--- config.mk ---
export PLATFORM = sky130hd
export DESIGN_NAME = imat_datapath
export DESIGN_NICKNAME = d
export VERILOG_FILES = /design/src/rtl/imat_pkg.sv /design/src/rtl/imat_datapath.sv
export SDC_FILE = /design/constraint.sdc
export NUM_CORES = 2
export LEC_CHECK = 0
export BUFFER_PORTS_ARGS = -buffer_cell sky130_fd_sc_hd__clkbuf_2
export CAP_MARGIN = 40
export CORE_ASPECT_RATIO = 1.5
export CORE_MARGIN = 1
export CORE_UTILIZATION = 50
export DETAILED_ROUTE_END_ITERATION = 7
export GPL_TIMING_DRIVEN = 0
export MAX_ROUTING_LAYER = met4
export PLACE_DENSITY = 0.65
export SKIP_LAST_GASP = 1
export SYNTH_ARGS = -nofsm -noshare
export SYNTH_HDL_FRONTEND = slang
export SYNTH_SLANG_ARGS = --single-unit
--- constraint.sdc ---
create_clock -name clk -period 20.2 [get_ports clk]
set_clock_uncertainty 0.1 [all_clocks]
set_input_delay 3.03 -clock clk [delete_from_list [all_inputs] [get_ports clk]]
set_output_delay 3.03 -clock clk [all_outputs]
set_load 0.01 [all_outputs]
--- src/rtl/imat_pkg.sv ---
// ----------------------------------------------------------------------------
// imat_pkg
// Shared widths, command/status/register codes and control structs of the
// integer matrix add/subtract/multiply block.
// ----------------------------------------------------------------------------
package imat_pkg;

  localparam int CMD_W     = 2;
  localparam int ROW_W     = 3;
  localparam int COL_W     = 3;
  localparam int DATA_W    = 32;
  localparam int STATUS_W  = 2;
  localparam int CFG_W     = 4;   // widest configuration register
  localparam int CFG_IDX_W = 3;
  localparam int DIM_W     = 4;   // holds a dimension 1..8
  localparam int OP_W      = 2;

  // commands
  localparam logic [CMD_W-1:0] CMD_WRITE_A = 2'd0;
  localparam logic [CMD_W-1:0] CMD_WRITE_B = 2'd1;
  localparam logic [CMD_W-1:0] CMD_COMPUTE = 2'd2;

  // operations
  localparam logic [OP_W-1:0] OP_ADD     = 2'd0;
  localparam logic [OP_W-1:0] OP_SUB     = 2'd1;
  localparam logic [OP_W-1:0] OP_MUL     = 2'd2;
  localparam logic [OP_W-1:0] OP_INVALID = 2'd3;

  // result status
  localparam logic [STATUS_W-1:0] STAT_OK  = 2'd0;
  localparam logic [STATUS_W-1:0] STAT_DIM = 2'd1;
  localparam logic [STATUS_W-1:0] STAT_OP  = 2'd2;

  // configuration register indexes
  localparam logic [CFG_IDX_W-1:0] REG_ROWS_A    = 3'd0;
  localparam logic [CFG_IDX_W-1:0] REG_COLS_A    = 3'd1;
  localparam logic [CFG_IDX_W-1:0] REG_ROWS_B    = 3'd2;
  localparam logic [CFG_IDX_W-1:0] REG_COLS_B    = 3'd3;
  localparam logic [CFG_IDX_W-1:0] REG_OPERATION = 3'd4;

  // tag that rides with each store read through the datapath
  typedef struct packed {
    logic valid;
    logic first;   // first term of an element: load the accumulator
    logic lastk;   // final term of an element: result is complete
  } rd_ctl_t;

  typedef struct packed {
    logic mul;
    logic sub;
  } op_ctl_t;

endpackage

--- src/rtl/imat_datapath.sv ---
// ----------------------------------------------------------------------------
// imat_datapath
// Stores A and B with registered reads, then one add/sub/multiply stage
// and an accumulator that sums the terms of one result element.
// ----------------------------------------------------------------------------
module imat_datapath #(
  parameter int  MAX_DIM = 8,
  localparam int DEPTH   = MAX_DIM * MAX_DIM,
  localparam int AW      = (DEPTH > 1) ? $clog2(DEPTH) : 1
) (
  input  logic                          clk,
  input  logic                          rst_n,
  input  logic                          wr_a,
  input  logic                          wr_b,
  input  logic [AW-1:0]                 waddr,
  input  logic [imat_pkg::DATA_W-1:0]   wdata,
  input  imat_pkg::rd_ctl_t             rd_ctl,
  input  logic [AW-1:0]                 raddr_a,
  input  logic [AW-1:0]                 raddr_b,
  input  imat_pkg::op_ctl_t             op,
  output logic [imat_pkg::DATA_W-1:0]   acc,
  output logic                          done
);
  import imat_pkg::*;

  logic [DATA_W-1:0] mem_a [DEPTH];
  logic [DATA_W-1:0] mem_b [DEPTH];

  logic [DATA_W-1:0] rd_a_r;
  logic [DATA_W-1:0] rd_b_r;
  logic [DATA_W-1:0] term_r;
  logic [DATA_W-1:0] prod;
  logic [DATA_W-1:0] acc_r;
  rd_ctl_t           s1_r;
  rd_ctl_t           s2_r;
  logic              done_r;

  always_ff @(posedge clk) begin
    if (wr_a) begin
      mem_a[waddr] <= wdata;
    end
    rd_a_r <= mem_a[raddr_a];
  end

  always_ff @(posedge clk) begin
    if (wr_b) begin
      mem_b[waddr] <= wdata;
    end
    rd_b_r <= mem_b[raddr_b];
  end

  // low word of the product is the same for signed and unsigned operands
  assign prod = rd_a_r * rd_b_r;

  always_ff @(posedge clk) begin
    if (op.mul) begin
      term_r <= prod;
    end else if (op.sub) begin
      term_r <= rd_a_r - rd_b_r;
    end else begin
      term_r <= rd_a_r + rd_b_r;
    end
    if (s2_r.valid) begin
      acc_r <= s2_r.first ? term_r : acc_r + term_r;
    end
  end

  always_ff @(posedge clk) begin
    if (!rst_n) begin
      s1_r   <= '0;
      s2_r   <= '0;
      done_r <= 1'b0;
    end else begin
      s1_r   <= rd_ctl;
      s2_r   <= s1_r;
      done_r <= s2_r.valid && s2_r.lastk;
    end
  end

  assign acc  = acc_r;
  assign done = done_r;

endmodule

==> impl_results.md <==
- CP peak stage delay: 0.77 ns
- CP Depth: 23
- Core Area: 355000 sq um
- Simple-Gate Fraction of Synth Area: 0.0263
- Hold Crit Start: s1_r[2]
- Syn Area/Cell: 21.0 sq um
- Main combinational cell family by area after synthesis: multiplexers
- Initial antenna violation count: 64
- Worst reg2reg path depth: 23
- GP Congestion: 0.969
- Final setup TNS: 0 ns
- Reg-to-reg setup timing slack: 11.37 ns
- Status: finished clean
- Mapped cell area: about 180000 sq um
- Synth Area in XOR/XNOR: 0.00805
- Critical Path RT: 20.85 ns
- Clk buf depth: 4
- Critical Path, Cell by Cell: clkbuf_1, clkbuf_1, and2_1, fa_1, inv_1, fa_1, fa_1, fa_1, inv_1, fa_1, fa_1, fa_1, fa_1, ha_1, a21o_1, a31oi_1, and3_1, a21oi_1, nand4_1, a41oi_1, o22ai_1, xnor2_1, mux2i_1
- Slew margin rel.: 0.286
- Async set-or-reset flop fraction in the synthesized netlist: 0
- Fillers: 25.5k
- Num rows: between 200 and 300
- Clk_lat worst skew: 0.99 ns
- Count leader, synth: edfxtp_1
- Minimum clock period: between 8 and 9 ns
- Largest area contributor in the netlist: edfxtp_1
- Fmax: about 0.11 GHz
- Placed Cells: approximately 14k
- Commonest cells in the netlist: 4128 x edfxtp_1, 1329 x mux4_2, 418 x inv_1, 410 x fa_1, 332 x nand2_1
- Die Wd: 490 um
- Final Hold Vio Count: 0
- Seq/Total Area, Yosys: 0.706
- Drt via density: ~6.1
- MaxCap Viol Count: 0
- Vias in the first global route: 92.2k
- Synthesis warning total: 0
- Arrival @ worst endpoint: ~9.5 ns
- CTS clock-pin slew for the worst setup and hold paths: about 0.070 ns
- Unrepaired setup endpoints after global routing: no
- Critical Path End: term_r[31]
- Post-synthesis cell type count: 79
- Area share of fa/ha/maj cells after synthesis: 0.0591
- CP dominant cell by count: fa_1
- Max FO, Critical Path: 10
- Starting DRT DRC Count: 10.7k
- DR WL/cell: 35.4 um
- Finished Layout Cells: 14.5k
- Total gr overflow: 0
- CTS tree: yes
- FF-to-FF Start: rd_b_r[3]
- Main area contributors after synthesis: edfxtp_1 69%, mux4_2 17%, fa_1 4.6%, ha_1 1.3%, dfxtp_1 1.2%
- Ports: 92
- Cts repair resizes: 0
- FF-to-FF End: term_r[31]
- DRC viols: 0
- Layout net count: 9915
- CTS buffer count: 387
- Critical Path Start: rd_b_r[3]
- Cell count after synthesis: between 8k and 9k
- CP top delay family: adder cells
- # port buffers: 71
- Top_reg_cell synth: edfxtp_1
- Area grow syn2layout: 14.6%
- Hpwl dp: 363000 um
- Ratio of cells with drive above 1 in the final layout: 0.268
- Critical-path top delay cell: dfxtp_1
- Fin crit share: 0.437
- Mux cell area share after synthesis: 0.170
- Setup crit start kind: flip-flop
- Final Max Tran Viols: 0
- Initial Utilization: 0.503
- FF+latch count, synth: 4231
- Post-route antenna net violation count: 0
- All-layer global routing usage: 0.297
- Postcts setup bufs: 0
- First-pass GRT wire length: 713000 um
- EDFF count, synth: 4128
- Final setup viols: 0
- Clock sink total: 4231
- Largest net degree at the start of global routing: 129
- Element type at the critical path end: flip-flop
- Area fraction of the dominant cell type after synthesis: 0.695
- Final Util: 0.576
- Syn_nets: 9148
- Slew @ Worst Pin: 1.07 ns
- Worst Setup Path Type: reg2reg
- CTS Root Buffer Type: clkbuf_16
- Drt first pass iters: 6
- Hold/Removal Path Class: reg2reg
- Buf/Inv on CP: 4
- Final WL: approximately 500000 um
- Compound-Gate Fraction of Synth Area: 0.0118
- Die area: 359000 sq um
- Vias: about 90k
- H-tree depth: 5
- Hold buffers post-CTS: 0
- Chip Height: approximately 730 um
-- layout make-up --
type / instances / area, sq um / area share
sequential: 4231 / 126000 / 0.616
multi-input combinational: 3404 / 50100 / 0.245
clock buffer: 464 / 10200 / 0.0498
timing repair buffer: 378 / 6510 / 0.0318
tap: 4725 / 5910 / 0.0289
clock inverter: 230 / 2110 / 0.0103
buffer: 438 / 1790 / 0.00877
inverter: 419 / 1570 / 0.00769
antenna: 162 / 405 / 0.00198
-- state kept, by name (all words and copies together), names as in the netlist --
name	count
mem_b	2048
s2_r	3
rd_a_r	32
acc	32
mem_a	2048
rd_b_r	32
done	1
s1_r	3
term_r	32
-- cells by family (layout without fill, tap and decap cells) --
kind of cell | after synthesis | in the layout
other | 0 | 162
AO/OA/AOI/OAI | 327 | 327
buffers and inverters | 857 | 1929
flip-flops | 4231 | 4231
adder cells (fa/ha/maj) | 597 | 597
multiplexers | 1365 | 1365
XOR/XNOR | 164 | 164
AND/OR/NAND/NOR | 951 | 951
-- layer usage --
layer,vias to the layer above,track usage,part of all wire
met4,0,0.153,0.061
li1,35800,-,-
met2,3951,0.507,0.53
met3,954,0.0382,0.067
met5,-,-,0
met1,47900,0.342,0.34
-- worst register-to-register path, stage by stage (launching register included) --
cell and delay (ns):
dfxtp_1 0.77, clkbuf_1 0.50, clkbuf_1 0.59, and2_1 0.26, fa_1 0.42, inv_1 0.09, fa_1 0.44, fa_1 0.47
fa_1 0.57, inv_1 0.06, fa_1 0.50, fa_1 0.60, fa_1 0.46, fa_1 0.51, ha_1 0.43, a21o_1 0.16
a31oi_1 0.06, and3_1 0.19, a21oi_1 0.51, nand4_1 0.20, a41oi_1 0.26, o22ai_1 0.15, xnor2_1 0.19, mux2i_1 0.10
-- placed cells by master (no fill, tap or decap), types with 74 or more instances in the layout --
cell type and instances:
buf_12 91, nand2_1 332, ha_1 187, clkinv_2 77, fa_1 410, clkbuf_16 395, nor2_4 128, dfxtp_1 102
a21oi_1 74, buf_16 94, clkbuf_1 346, inv_1 418, diode_2 162, mux4_2 1329, xnor2_1 124, edfxtp_1 4128
buf_2 123, and2_1 313, o21ai_0 98, clkinv_1 77
-- through the flow --
step                cell area [sq um]  worst slack [ns]  hold WS (ns)
detailed placement             192000             11.38         0.327
floorplan                      178000             13.22         0.312
finish                         205000             11.37         0.324
global placement               185000             11.23         0.315
global route                   205000             11.09         0.332
CTS                            204000             11.38         0.329
-- worst min-delay path by stage --
stage	to	slack, ns	cells past startpoint
after floorplan	s2_r[0]	0.31	1
after global placement	s2_r[0]	0.31	1
after global routing	s2_r[2]	0.33	1
after detailed placement	s2_r[2]	0.33	1
after CTS	s2_r[2]	0.33	1
final	s2_r[2]	0.32	1
Power is not shown: default switching activity piles up to over one toggle a cycle in this logic, so the estimate is an artifact.
